==> config.mk <==
export PLATFORM = sky130hd
export DESIGN_NAME = touch_direction_quantizer
export DESIGN_NICKNAME = d
export VERILOG_FILES = /design/src/tdq_pkg.sv /design/src/tdq_ctrl.sv /design/src/tdq_dp.sv /design/src/touch_direction_quantizer.sv
export SDC_FILE = /design/constraint.sdc
export NUM_CORES = 2
export LEC_CHECK = 0
export ABC_CLOCK_PERIOD_IN_PS = 8700
export BUFFER_PORTS_ARGS = -buffer_cell sky130_fd_sc_hd__buf_2
export CORE_AREA = 2 2 325 327
export CTS_CLUSTER_DIAMETER = 50
export DETAILED_ROUTE_END_ITERATION = 16
export DIE_AREA = 0 0 327 329
export GPL_ROUTABILITY_DRIVEN = 0
export MAX_ROUTING_LAYER = met4
export PLACE_DENSITY = 0.74
export SYNTH_ARGS = -nofsm -noshare
export SYNTH_HDL_FRONTEND = slang
export SYNTH_SLANG_ARGS = --single-unit
==> constraint.sdc <==
create_clock -name clk -period 8.7 [get_ports clk]
set_input_delay 0.435 -clock clk [delete_from_list [all_inputs] [get_ports clk]]
set_output_delay 0.435 -clock clk [all_outputs]
set_load 0.01 [all_outputs]
==> src/tdq_pkg.sv <==
`timescale 1ns / 1ps
package tdq_pkg;

  localparam int CFG_IDX_W = 3;
  localparam int DENS_W    = 11;
  localparam int DZ_W      = 7;
  localparam int DIR_W     = 4;
  localparam int THP_W     = 16;   // 18 * max density fits in 16 bits

  // Configuration register indexes
  localparam logic [CFG_IDX_W-1:0] REG_PAD_LEFT   = 3'd0;
  localparam logic [CFG_IDX_W-1:0] REG_PAD_TOP    = 3'd1;
  localparam logic [CFG_IDX_W-1:0] REG_PAD_RIGHT  = 3'd2;
  localparam logic [CFG_IDX_W-1:0] REG_PAD_BOTTOM = 3'd3;
  localparam logic [CFG_IDX_W-1:0] REG_DENSITY    = 3'd4;
  localparam logic [CFG_IDX_W-1:0] REG_DEAD_ZONE  = 3'd5;
  localparam logic [CFG_IDX_W-1:0] REG_STICK_MODE = 3'd6;

  // Direction bits
  localparam logic [DIR_W-1:0] DIR_NONE  = 4'b0000;
  localparam logic [DIR_W-1:0] DIR_UP    = 4'b0001;
  localparam logic [DIR_W-1:0] DIR_DOWN  = 4'b0010;
  localparam logic [DIR_W-1:0] DIR_LEFT  = 4'b0100;
  localparam logic [DIR_W-1:0] DIR_RIGHT = 4'b1000;

  // Reset values
  localparam int             PAD_EDGE_RST = 2304;
  localparam logic [DENS_W-1:0] DENS_RST  = 11'd256;
  localparam logic [DZ_W-1:0]   DZ_RST    = 7'd56;

  // Held dead zone: max(20, dz - 15)
  localparam logic [DZ_W-1:0] DZ_DROP     = 7'd15;
  localparam logic [DZ_W-1:0] DZ_FLOOR    = 7'd20;
  localparam logic [DZ_W-1:0] DZ_DROP_MIN = 7'd35;

  // Pad thresholds in units of density
  localparam logic [THP_W-1:0] TH_FREE = 16'd18;
  localparam logic [THP_W-1:0] TH_HELD = 16'd12;

  typedef enum logic [1:0] {
    MUL_SQX  = 2'd0,
    MUL_SQY  = 2'd1,
    MUL_LIM  = 2'd2,
    MUL_LIM2 = 2'd3
  } mul_op_t;

  typedef enum logic [6:0] {
    S_IDLE = 7'b0000001,
    S_SQX  = 7'b0000010,
    S_SQY  = 7'b0000100,
    S_LIM  = 7'b0001000,
    S_LIM2 = 7'b0010000,
    S_SUM  = 7'b0100000,
    S_DEC  = 7'b1000000
  } state_t;

  typedef struct packed {
    logic    capture;
    logic    mul_en;
    mul_op_t mul_op;
    logic    sum_en;
    logic    dec_en;
  } dp_cmd_t;

  typedef struct packed {
    logic stick;
  } dp_sts_t;

endpackage

==> src/tdq_ctrl.sv <==
`timescale 1ns / 1ps
module tdq_ctrl (
  input  logic              clk,
  input  logic              rst_n,
  input  logic              in_valid,
  output logic              in_ready,
  output logic              out_valid,
  input  logic              out_ready,
  input  tdq_pkg::dp_sts_t  sts,
  output tdq_pkg::dp_cmd_t  cmd
);
  import tdq_pkg::*;

  state_t state_r, state_nxt;
  logic   out_valid_r, out_valid_nxt;

  assign in_ready  = (state_r == S_IDLE);
  assign out_valid = out_valid_r;

  always_comb begin
    state_nxt   = state_r;
    cmd.capture = 1'b0;
    cmd.mul_en  = 1'b0;
    cmd.mul_op  = MUL_SQX;
    cmd.sum_en  = 1'b0;
    cmd.dec_en  = 1'b0;
    case (state_r)
      S_IDLE: begin
        if (in_valid) begin
          cmd.capture = 1'b1;
          state_nxt   = sts.stick ? S_SQX : S_DEC;
        end
      end
      S_SQX: begin
        cmd.mul_en = 1'b1;
        cmd.mul_op = MUL_SQX;
        state_nxt  = S_SQY;
      end
      S_SQY: begin
        cmd.mul_en = 1'b1;
        cmd.mul_op = MUL_SQY;
        state_nxt  = S_LIM;
      end
      S_LIM: begin
        cmd.mul_en = 1'b1;
        cmd.mul_op = MUL_LIM;
        state_nxt  = S_LIM2;
      end
      S_LIM2: begin
        cmd.mul_en = 1'b1;
        cmd.mul_op = MUL_LIM2;
        state_nxt  = S_SUM;
      end
      S_SUM: begin
        cmd.sum_en = 1'b1;
        state_nxt  = S_DEC;
      end
      S_DEC: begin
        // hold until the result register is free
        if (!out_valid_r || out_ready) begin
          cmd.dec_en = 1'b1;
          state_nxt  = S_IDLE;
        end
      end
      default: state_nxt = S_IDLE;
    endcase
  end

  always_comb begin
    out_valid_nxt = out_valid_r;
    if (cmd.dec_en) begin
      out_valid_nxt = 1'b1;
    end else if (out_ready) begin
      out_valid_nxt = 1'b0;
    end
  end

  always_ff @(posedge clk) begin
    if (!rst_n) begin
      state_r     <= S_IDLE;
      out_valid_r <= 1'b0;
    end else begin
      state_r     <= state_nxt;
      out_valid_r <= out_valid_nxt;
    end
  end

endmodule

==> src/tdq_dp.sv <==
`timescale 1ns / 1ps
module tdq_dp #(
  parameter int COORD_BITS = 17
) (
  input  logic                           clk,
  input  logic                           rst_n,
  input  logic                           cfg_we,
  input  logic [tdq_pkg::CFG_IDX_W-1:0]  cfg_index,
  input  logic [COORD_BITS-1:0]          cfg_data,
  input  logic [COORD_BITS-1:0]          in_touch_x,
  input  logic [COORD_BITS-1:0]          in_touch_y,
  input  logic                           in_new_touch,
  input  tdq_pkg::dp_cmd_t               cmd,
  output tdq_pkg::dp_sts_t               sts,
  output logic [tdq_pkg::DIR_W-1:0]      out_direction
);
  import tdq_pkg::*;

  localparam int CW  = COORD_BITS;
  localparam int OW  = CW + 7;        // multiplier operand
  localparam int PW  = 2 * OW;        // multiplier product
  localparam int QW  = 2 * CW + 2;    // one squared offset
  localparam int SW  = QW + 1;        // sum of squares
  localparam int LW  = PW - 15;       // rounded squared limit
  localparam int PDW = CW + 5;        // pad containment compare
  localparam int AXW = CW + 6;        // 20*ax, 11*ay
  localparam int P8W = CW + 4;        // 8*ax vs pad threshold

  // configuration
  logic [CW-1:0]     pad_left_r, pad_top_r, pad_right_r, pad_bottom_r;
  logic [DENS_W-1:0] dens_r;
  logic [DZ_W-1:0]   dz_r;
  logic              stick_r;
  logic [DIR_W-1:0]  held_dir_r;
  logic [DIR_W-1:0]  out_dir_r;

  // captured item
  logic [CW-1:0]     x_r, y_r;
  logic              held_r;
  logic              dxneg_r, dyneg_r, mneg_r;
  logic [CW:0]       ax_r, ay_r;
  logic [DZ_W-1:0]   th_r;
  logic [CW-1:0]     m_r;

  // stick arithmetic
  logic [QW-1:0]     sqx_r, sqy_r;
  logic [OW-1:0]     lim1_r;
  logic [PW-1:0]     lim2_r;
  logic [SW-1:0]     s_r;
  logic [LW-1:0]     limc_r;

  // capture logic
  logic [CW+1:0]     lr_sum, tb_sum, dx2, dy2;
  logic [CW:0]       ax_c, ay_c;
  logic [CW:0]       w_c, h_c;
  logic              mneg_c;
  logic [CW-1:0]     m_c;
  logic              held_c;
  logic [DZ_W-1:0]   th_c;

  // multiplier
  logic [OW-1:0]     mul_a, mul_b;
  logic [PW-1:0]     prod;
  logic [PW:0]       lim_add;

  // decision
  logic [PDW-1:0]    x16, y16, l16, t16, r16, b16, rel;
  logic              outside;
  logic [THP_W-1:0]  thp;
  logic [P8W-1:0]    ax8, ay8, thp_ext;
  logic              gex, gey, leftp, rightp, upp, downp;
  logic [DIR_W-1:0]  pad_dir, stick_dir, dir_c;
  logic [AXW-1:0]    ax20, ax11, ay20, ay11;
  logic              pass;

  assign sts.stick     = stick_r;
  assign out_direction = out_dir_r;

  always_comb begin
    lr_sum = {2'b00, pad_left_r} + {2'b00, pad_right_r};
    tb_sum = {2'b00, pad_top_r} + {2'b00, pad_bottom_r};
    dx2    = {1'b0, in_touch_x, 1'b0} - lr_sum;
    dy2    = {1'b0, in_touch_y, 1'b0} - tb_sum;
    ax_c   = dx2[CW+1] ? (~dx2[CW:0] + 1'b1) : dx2[CW:0];
    ay_c   = dy2[CW+1] ? (~dy2[CW:0] + 1'b1) : dy2[CW:0];
    w_c    = {1'b0, pad_right_r} - {1'b0, pad_left_r};
    h_c    = {1'b0, pad_bottom_r} - {1'b0, pad_top_r};
    mneg_c = w_c[CW] | h_c[CW];
    m_c    = ($signed(w_c) < $signed(h_c)) ? w_c[CW-1:0] : h_c[CW-1:0];
    held_c = !in_new_touch && (held_dir_r != DIR_NONE);
    if (!held_c) begin
      th_c = dz_r;
    end else if (dz_r >= DZ_DROP_MIN) begin
      th_c = dz_r - DZ_DROP;
    end else begin
      th_c = DZ_FLOOR;
    end
  end

  always_comb begin
    case (cmd.mul_op)
      MUL_SQX: begin
        mul_a = OW'(ax_r);
        mul_b = OW'(ax_r);
      end
      MUL_SQY: begin
        mul_a = OW'(ay_r);
        mul_b = OW'(ay_r);
      end
      MUL_LIM: begin
        mul_a = OW'(th_r);
        mul_b = OW'(m_r);
      end
      MUL_LIM2: begin
        mul_a = lim1_r;
        mul_b = lim1_r;
      end
      default: begin
        mul_a = '0;
        mul_b = '0;
      end
    endcase
    prod    = PW'(mul_a) * PW'(mul_b);
    lim_add = {1'b0, lim2_r} + (PW+1)'(65535);
  end

  always_comb begin
    // pad mode: box test, widened while held
    x16 = PDW'({x_r, 4'b0000});
    y16 = PDW'({y_r, 4'b0000});
    l16 = PDW'({pad_left_r, 4'b0000});
    t16 = PDW'({pad_top_r, 4'b0000});
    r16 = PDW'({pad_right_r, 4'b0000});
    b16 = PDW'({pad_bottom_r, 4'b0000});
    rel = held_r ? PDW'({dens_r, 3'b000}) : '0;
    outside = (x16 + rel < l16) || (x16 > r16 + rel) ||
              (y16 + rel < t16) || (y16 > b16 + rel);
    thp     = held_r ? ({5'b00000, dens_r} * TH_HELD) : ({5'b00000, dens_r} * TH_FREE);
    thp_ext = P8W'(thp);
    ax8     = {ax_r, 3'b000};
    ay8     = {ay_r, 3'b000};
    gex     = ax8 >= thp_ext;
    gey     = ay8 >= thp_ext;
    // a zero offset counts as negative when the threshold is zero
    leftp   = (dxneg_r || (ax_r == '0)) && gex;
    rightp  = !leftp && !dxneg_r && gex;
    upp     = (dyneg_r || (ay_r == '0)) && gey;
    downp   = !upp && !dyneg_r && gey;
    pad_dir = DIR_NONE;
    if (!outside) begin
      if (leftp)  pad_dir = pad_dir | DIR_LEFT;
      if (rightp) pad_dir = pad_dir | DIR_RIGHT;
      if (upp)    pad_dir = pad_dir | DIR_UP;
      if (downp)  pad_dir = pad_dir | DIR_DOWN;
    end

    // stick mode: squared dead zone and axis ratio
    ax20 = AXW'(ax_r) * AXW'(20);
    ax11 = AXW'(ax_r) * AXW'(11);
    ay20 = AXW'(ay_r) * AXW'(20);
    ay11 = AXW'(ay_r) * AXW'(11);
    pass = !(s_r < SW'(limc_r));
    stick_dir = DIR_NONE;
    if (!mneg_r && pass) begin
      if (ax20 >= ay11) stick_dir = stick_dir | (dxneg_r ? DIR_LEFT : DIR_RIGHT);
      if (ay20 >= ax11) stick_dir = stick_dir | (dyneg_r ? DIR_UP : DIR_DOWN);
    end

    dir_c = stick_r ? stick_dir : pad_dir;
  end

  always_ff @(posedge clk) begin
    if (!rst_n) begin
      pad_left_r   <= '0;
      pad_top_r    <= '0;
      pad_right_r  <= CW'(PAD_EDGE_RST);
      pad_bottom_r <= CW'(PAD_EDGE_RST);
      dens_r       <= DENS_RST;
      dz_r         <= DZ_RST;
      stick_r      <= 1'b0;
      held_dir_r   <= DIR_NONE;
    end else begin
      if (cfg_we) begin
        case (cfg_index)
          REG_PAD_LEFT:   pad_left_r   <= cfg_data;
          REG_PAD_TOP:    pad_top_r    <= cfg_data;
          REG_PAD_RIGHT:  pad_right_r  <= cfg_data;
          REG_PAD_BOTTOM: pad_bottom_r <= cfg_data;
          REG_DENSITY:    dens_r       <= cfg_data[DENS_W-1:0];
          REG_DEAD_ZONE:  dz_r         <= cfg_data[DZ_W-1:0];
          REG_STICK_MODE: stick_r      <= cfg_data[0];
          default: ;
        endcase
      end
      if (cmd.dec_en) begin
        held_dir_r <= dir_c;
      end
    end
  end

  always_ff @(posedge clk) begin
    if (cmd.capture) begin
      x_r     <= in_touch_x;
      y_r     <= in_touch_y;
      held_r  <= held_c;
      dxneg_r <= dx2[CW+1];
      dyneg_r <= dy2[CW+1];
      ax_r    <= ax_c;
      ay_r    <= ay_c;
      mneg_r  <= mneg_c;
      m_r     <= m_c;
      th_r    <= th_c;
    end
    if (cmd.mul_en) begin
      case (cmd.mul_op)
        MUL_SQX:  sqx_r  <= prod[QW-1:0];
        MUL_SQY:  sqy_r  <= prod[QW-1:0];
        MUL_LIM:  lim1_r <= prod[OW-1:0];
        MUL_LIM2: lim2_r <= prod;
        default: ;
      endcase
    end
    if (cmd.sum_en) begin
      s_r    <= SW'(sqx_r) + SW'(sqy_r);
      limc_r <= lim_add[PW:16];
    end
    if (cmd.dec_en) begin
      out_dir_r <= dir_c;
    end
  end

endmodule

==> src/touch_direction_quantizer.sv <==
`timescale 1ns / 1ps
// Sequence: capture, then the decision in pad mode; stick mode puts sqx, sqy,
//   lim, lim2 and sum between them; the decision waits on a stalled result.
// One sample at a time, the next after the last is decided; the stick path
//   runs four products through a single shared multiplier.
// Reset (rst_n low, synchronous): registers return to their reset values,
//   no direction is held, no result is pending.
module touch_direction_quantizer #(
  parameter int COORD_BITS = 17
) (
  input  logic                           clk,
  input  logic                           rst_n,
  // touch samples
  input  logic                           in_valid,
  output logic                           in_ready,
  input  logic [COORD_BITS-1:0]          in_touch_x,
  input  logic [COORD_BITS-1:0]          in_touch_y,
  input  logic                           in_new_touch,
  // direction results
  output logic                           out_valid,
  input  logic                           out_ready,
  output logic [tdq_pkg::DIR_W-1:0]      out_direction,
  // register writes
  input  logic                           cfg_valid,
  output logic                           cfg_ready,
  input  logic [tdq_pkg::CFG_IDX_W-1:0]  cfg_index,
  input  logic [COORD_BITS-1:0]          cfg_data
);
  import tdq_pkg::*;

  dp_cmd_t cmd;
  dp_sts_t sts;
  logic    cfg_we;

  // Register writes are always accepted, so the write channel never stalls.
  // Indexes past the register list are dropped.
  assign cfg_ready = 1'b1;
  assign cfg_we    = cfg_valid & cfg_ready;

  // The controller sequences one item at a time:
  //   idle      take a beat and capture offsets, radius and dead zone
  //   sqx..lim2 drive the shared multiplier, one product per cycle
  //   sum       add the squares and round the squared limit
  //   dec       form the direction, load the result register and held state
  // Pad mode skips straight from capture to decision. The result register
  // holds a finished beat while the next item is captured and worked on.
  tdq_ctrl u_ctrl (
    .clk       (clk),
    .rst_n     (rst_n),
    .in_valid  (in_valid),
    .in_ready  (in_ready),
    .out_valid (out_valid),
    .out_ready (out_ready),
    .sts       (sts),
    .cmd       (cmd)
  );

  // The datapath keeps the configuration, the held direction used for
  // hysteresis, the captured item and the result register.
  tdq_dp #(
    .COORD_BITS (COORD_BITS)
  ) u_dp (
    .clk           (clk),
    .rst_n         (rst_n),
    .cfg_we        (cfg_we),
    .cfg_index     (cfg_index),
    .cfg_data      (cfg_data),
    .in_touch_x    (in_touch_x),
    .in_touch_y    (in_touch_y),
    .in_new_touch  (in_new_touch),
    .cmd           (cmd),
    .sts           (sts),
    .out_direction (out_direction)
  );

endmodule

Word level (Yosys, flattened, before mapping)

Index checks and enable logic that the tools add are counted.

Register bits: 415
Input port bits: 60
Output and inout bits: 7
Word-level logic and storage cells: 155

$add $sub $neg: 15
$mul: 7
Order comparisons: 11
Equality and inequality tests: 18
Mux-type cells: 33
Bitwise logic cells: 4
Reductions and logical operators: 40

Operator list:

| operator                                                              | number |
|---|---|
| 24-bit case mux with 4 select lines                                   | 2 |
| 21-bit by 22-bit adder with 22-bit output                             | 4 |
| 48-bit by 16-bit adder with 49-bit output (second input constant)     | 1 |
| 7-bit case mux with 7 select lines                                    | 1 |
| 24-bit by 24-bit multiplier with 48-bit output                        | 1 |
| 23-bit by 22-bit >= comparator with 1-bit output                      | 2 |
| 21-bit by 22-bit greater-than comparator with 1-bit output            | 2 |
| 22-bit by 21-bit < comparator with 1-bit output                       | 2 |
| 18-bit by 4-bit multiplier with 22-bit output (second input constant) | 2 |
| 21-bit by 16-bit >= comparator with 1-bit output                      | 2 |
| 18-bit by 3-bit multiplier with 21-bit output (second input constant) | 2 |
| 18-bit by 19-bit subtractor with 19-bit output                        | 2 |
| 36-bit by 36-bit adder with 37-bit output                             | 1 |
| 37-bit by 33-bit < comparator with 1-bit output                       | 1 |
| 17-bit by 17-bit adder with 18-bit output                             | 2 |
| 18-bit by 1-bit adder with 18-bit output (second input constant)      | 2 |
| 18-bit logical NOT                                                    | 2 |
| 18-bit 2-to-1 mux                                                     | 2 |
| 18-bit inverter                                                       | 2 |
| 17-bit by 17-bit subtractor with 18-bit output                        | 2 |
| 7-bit 2-to-1 mux                                                      | 5 |
| 4-bit 2-to-1 mux                                                      | 8 |
| 2-bit AND reduction                                                   | 12 |
| 18-bit < comparator                                                   | 1 |
| other kinds (34)                                                      | 65 |

Logic depth before layout (Yosys ltp)

Depth after elaboration: 12
Depth in mapped cells: 35
Gate-level depth less buffers: 32

By module

Synthesis repeated with hierarchy kept, for this count alone.

Cells, all modules: 5,625
Area, all modules: 51,321.7 um2

Modules (own cells, without submodules):

| module                    | instances | cells each | area an instance (um2) | sequential area each (um2) |
|---|---|---|---|---|
| tdq_dp                    | 1         | 5,575      | 50,887.6               | 11,310.8 |
| tdq_ctrl                  | 1         | 48         | 422.9                  | 160.2 |
| touch_direction_quantizer | 1         | 2          | 11.3                   | 0.0 |

Worst setup path after synthesis

OpenSTA, ideal clock, no wires.

Path type: reg2reg
Start point: register u_ctrl.state_r[6]
End point: register u_dp.lim2_r[47] (data pin)
Library setup time: 0.277 ns
Arrival time: 9.354 ns
Required time: 8.423 ns
Setup slack: -0.931 ns
Stages on the path, launching flop included: 32
Buffers on the path: 2
Clock period less this slack: 9.631 ns
Cell sequence: dfxtp_1 -> nor4_1 -> nor2b_1 -> nand3b_1 -> inv_1 -> clkbuf_1 -> a22oi_1 -> a21oi_1 -> clkbuf_1 -> nand2_1 -> fa_1 -> inv_1 -> fa_1 -> inv_1 -> fa_1 -> fa_1 -> inv_1 -> fa_1 -> inv_1 -> fa_1 -> fa_1 -> inv_1 -> ha_1 -> and3_1 -> nor2b_1 -> nand4_1 -> a31oi_1 -> a31oi_1 -> o21ai_0 -> nor4b_1 -> or2_2 -> o211ai_1

Cells in the longest elaborated chain, start to end: 5
Elaborated cells between the ends (all ways): 12
Those cells by class: mul: 1; eq/ne: 7; mux: 3; reduce/logical: 1

RTL lines:

| item                                                                   | RTL line       | RTL |
|---|---|---|
| from (decl)                                                            | tdq_ctrl.sv:14 | `state_t state_r, state_nxt;` |
| from (signal assigned)                                                 | tdq_ctrl.sv:83 | `state_r <= state_nxt;` |
| 7-bit by 5-bit equality test with 1-bit output (tied with other cells) | tdq_ctrl.sv:27 | `case (state_r)` |
| 3-bit case mux with 4 select lines (*)                                 | tdq_ctrl.sv:27 |  |
| 2-bit equality test (tied with other cells)                            | tdq_dp.sv:101  | `case (cmd.mul_op)` |
| 24-bit case mux with 4 select lines                                    | tdq_dp.sv:101  |  |
| 24-bit by 24-bit multiplier with 48-bit output (*)                     | tdq_dp.sv:123  | `prod = PW'(mul_a) * PW'(mul_b);` |
| net u_dp.prod[47]                                                      | tdq_dp.sv:63   | `logic [PW-1:0] prod;` |
| to (signal assigned)                                                   | tdq_dp.sv:219  | `MUL_LIM2: lim2_r <= prod;` |
| to (decl)                                                              | tdq_dp.sv:48   | `logic [PW-1:0] lim2_r;` |

Mark *: on every way through the listed nets, which the timed path passes. The rest lies on a longest branch.
A chain may end at the register's enable or synchronous reset.

Worst setup path in the final report

Start point: register u_ctrl.state_r[6]
End point: register u_dp.sqx_r[35] (data pin)

Cells in the longest elaborated chain, start to end: 5
Elaborated cells between the ends (all ways): 12
Those cells by class: mul: 1; eq/ne: 7; mux: 3; reduce/logical: 1

RTL lines:

| item                                                                   | RTL line       | RTL |
|---|---|---|
| 7-bit by 5-bit equality test with 1-bit output (tied with other cells) | tdq_ctrl.sv:27 |  |
| 3-bit case mux with 4 select lines (*)                                 | tdq_ctrl.sv:27 |  |
| 2-bit equality test (tied with other cells)                            | tdq_dp.sv:101  |  |
| 24-bit case mux with 4 select lines                                    | tdq_dp.sv:101  |  |
| 24-bit by 24-bit multiplier with 48-bit output (*)                     | tdq_dp.sv:123  |  |
| net u_dp.prod[35]                                                      | tdq_dp.sv:63   |  |
| to (signal assigned)                                                   | tdq_dp.sv:216  | `MUL_SQX: sqx_r <= prod[QW-1:0];` |
| to (decl)                                                              | tdq_dp.sv:46   | `logic [QW-1:0] sqx_r, sqy_r;` |

Marks and branches as above.

==> flow_metrics.tcl <==
set metrics [dict create \
    status "complete, no violations" \
    maxSlewViolCount 0 \
    synth_ff_type "edfxtp_1" \
    reg2reg_depth 33 \
    r2r-end "u_dp.sqx_r[35]" \
    clock-root-buffer "clkbuf_16" \
    utilization_pct 54.6 \
    slew_headroom_pct 18.5 \
    die_y_um 329 \
    hold_path_end "u_dp.x_r[2]" \
    drive_gt1_share_pct 7.83 \
    cap_violations 0 \
    die_w_um 327 \
    drt_iter0_drc 3280 \
    routed_wl_mm 150 \
    route.detailed.drc 0 \
    crit_top_cell "fa_1" \
    finalSetupViolCount 0 \
    max_stage_delay_ns 0.63 \
    clk-insertion-delay-late_ns 0.62 \
    syn-cell-area_um2 51700 \
    ff_latch_area_um2 11500 \
    design_area_um2 57000 \
    syn_avg_cell_area_um2 8.99 \
    syn_inst 5754 \
    yosysUniqueCellTypes 85 \
    reg2reg_from "u_ctrl.state_r[6]" \
    min_period_over_period_pct 98.5 \
    grt_max_degree 73 \
    die_area_um2 108000 \
    first_pass_iters 7 \
    start_util_pct 49.6 \
    fill_cells 9170 \
    setup.worst_path.start_class "flip-flop" \
    rows 119 \
    min_from "in_touch_x[2]" \
    hold_path.class "input pin to flip-flop" \
    ys_seq_elements 415 \
    min_path_cells 1 \
    ant_nets 0 \
    fin_cells 7401 \
    synth_edf_count 316 \
    r2r_slack_ns 0.13 \
    dp.cells 7294 \
    cts_tree "built" \
    numCtsBuffers 47 \
    cp.arrival_ns 8.86 \
    hold_viol 0 \
    port_buffers 65 \
    overflow 0 \
    cp-end-kind "flip-flop" \
    critPathKind "flip-flop to flip-flop" \
    ys.warnings.count 0 \
    multi_input_area_um2 36200 \
    wl_per_cell_um 20.3 \
    syn_to_final_growth_pct 10.2 \
    avgViaCountPerCell 5.67 \
    required_ns 8.99 \
    path_clk_slew_ns 0.06 \
    seq_area_frac_synth_pct 22.2 \
    postPlaceCellArea_um2 55100 \
    synth_nets 7005 \
    cts_buffer_depth 3 \
    tightest_slew_ns 1.22 \
    dp_hpwl_mm 125 \
    cts_max_level 2 \
    grt_use_total_pct 29.0 \
    coreArea_um2 104000 \
    fin_nets 7219 \
    cts.sinks 415 \
    worstPathMaxFanout 14 \
    synthArstFlopShare_pct 0 \
    ios 67 \
    route.vias.total 41900 \
    skew_ns 0.0416 \
    grt_pass1_vias 42700 \
    grt_pass1_wl_mm 235 \
    clock.fmax_ghz 0.117 \
    slowest_stage "fa_1" \
    fin_crit_ns 8.57 \
    antenna_found_initial 4 \
]
-- flip-flops by register name, indices dropped and copies added (netlist names), 18 cells and up --
name / count
u_dp.lim2_r: 48
u_dp.limc_r: 33
u_dp.ay_r: 18
u_dp.s_r: 37
u_dp.sqy_r: 36
u_dp.lim1_r: 24
u_dp.ax_r: 18
u_dp.sqx_r: 36
-- Yosys cell counts (all sizes together) (88+ instances only) --
library cell / n / area (um^2)
nand2: 614 / 2300
nor3: 88 / 440
dfxtp: 99 / 1980
ha: 672 / 8410
inv: 999 / 3750
xnor2: 233 / 2040
nor2: 468 / 1760
edfxtp: 316 / 9490
fa: 519 / 10400
clkbuf: 120 / 450
a21o: 95 / 713
a21boi: 89 / 668
xor2: 102 / 893
o21ai: 206 / 1030
nand3: 108 / 541
a21oi: 288 / 1450
-- routing by layer --
metal	global-route usage (%)	part of all wire (%)	vias to the layer above
met5	-	0	-
met4	16.2	6.7	0
met3	7.67	9.9	476
met2	45.2	45	1699
met1	34.1	38	20200
li1	-	-	19600
-- metrics by stage --
stage          setup TNS [ns]  hold slack [ns]  setup WS, ns
2_1_floorplan         -0.0248            0.457       -0.0248
3_3_place_gp          -0.0308            0.467      -0.00883
3_5_place_dp            -1.69            0.478        -0.249
4_1_cts                     0          0.00306        0.0100
5_1_grt                 -1.74           0.0129        -0.189
6_report                    0           0.0287         0.129
-- worst max path at each step --
stage                            startpoint         endpoint  slack (ns)  cells past startpoint
after floorplan           u_ctrl.state_r[6]  u_dp.lim2_r[47]       -0.02                     32
after global placement    u_ctrl.state_r[3]   u_dp.sqx_r[35]      -0.009                     33
after detailed placement  u_ctrl.state_r[3]  u_dp.lim2_r[45]       -0.25                     32
after CTS                 u_ctrl.state_r[3]  u_dp.lim2_r[46]        0.01                     32
after global routing      u_ctrl.state_r[6]  u_dp.lim2_r[38]       -0.19                     35
final                     u_ctrl.state_r[6]   u_dp.sqx_r[35]        0.13                     33
-- timing repair --
action	CTS	global route
buffers inserted	0	13
hold buffers	3	0
gates resized for setup	13	60
setup endpoints to repair	17	53
endpoints found under the hold margin	3	0
pin swaps	0	14
-- cells in the final DEF, fill, tap and decap left out, types with 108 or more instances in the layout --
master,netlist,layout
a21oi_1,287,279
buf_4,1,215
edfxtp_1,316,316
fa_1,519,519
ha_1,672,671
inv_1,999,994
nand2_1,614,609
nand3_1,108,108
nor2_1,468,466
o21ai_0,199,182
xnor2_1,233,231
-- critical path, delay by kind of cell, from the launching register on --
family | cells | cell delay, ns
AOI/OAI and AO/OA | 5 | 0.95
xor gates and xnor gates | 1 | 0.17
adders and majority gates | 8 | 4.05
buffers and inverters | 10 | 1.17
DFF | 1 | 0.34
and+or+nand+nor | 9 | 1.52
-- kinds of logic (layout without fill, tap and decap cells) --
family / after synthesis / after routing / share of synthesized area, %
flip-flops: 415 / 415 / 22.2
other: 1 / 5 / 0.00725
AO/OA/AOI/OAI: 1014 / 1014 / 12.7
XOR/XNOR: 335 / 335 / 5.67
buffers and inverters: 1142 / 1394 / 8.33
AND/OR/NAND/NOR: 1629 / 1629 / 14.3
adder cells (fa/ha/maj): 1191 / 1191 / 36.3
multiplexers: 27 / 27 / 0.522
-- final cells by class --
class / count / area share, %
repair buffers: 299 / 3.95
flip-flops and latches: 415 / 20.1
inverters: 1008 / 6.65
clock buffers: 60 / 2.22
multi-input cells: 4197 / 63.5
well taps: 1391 / 3.05
clock inverters: 27 / 0.489
diodes: 4 / 0.0176
Power is not shown: default switching activity piles up to over one toggle a cycle in this logic, so the estimate is an artifact.
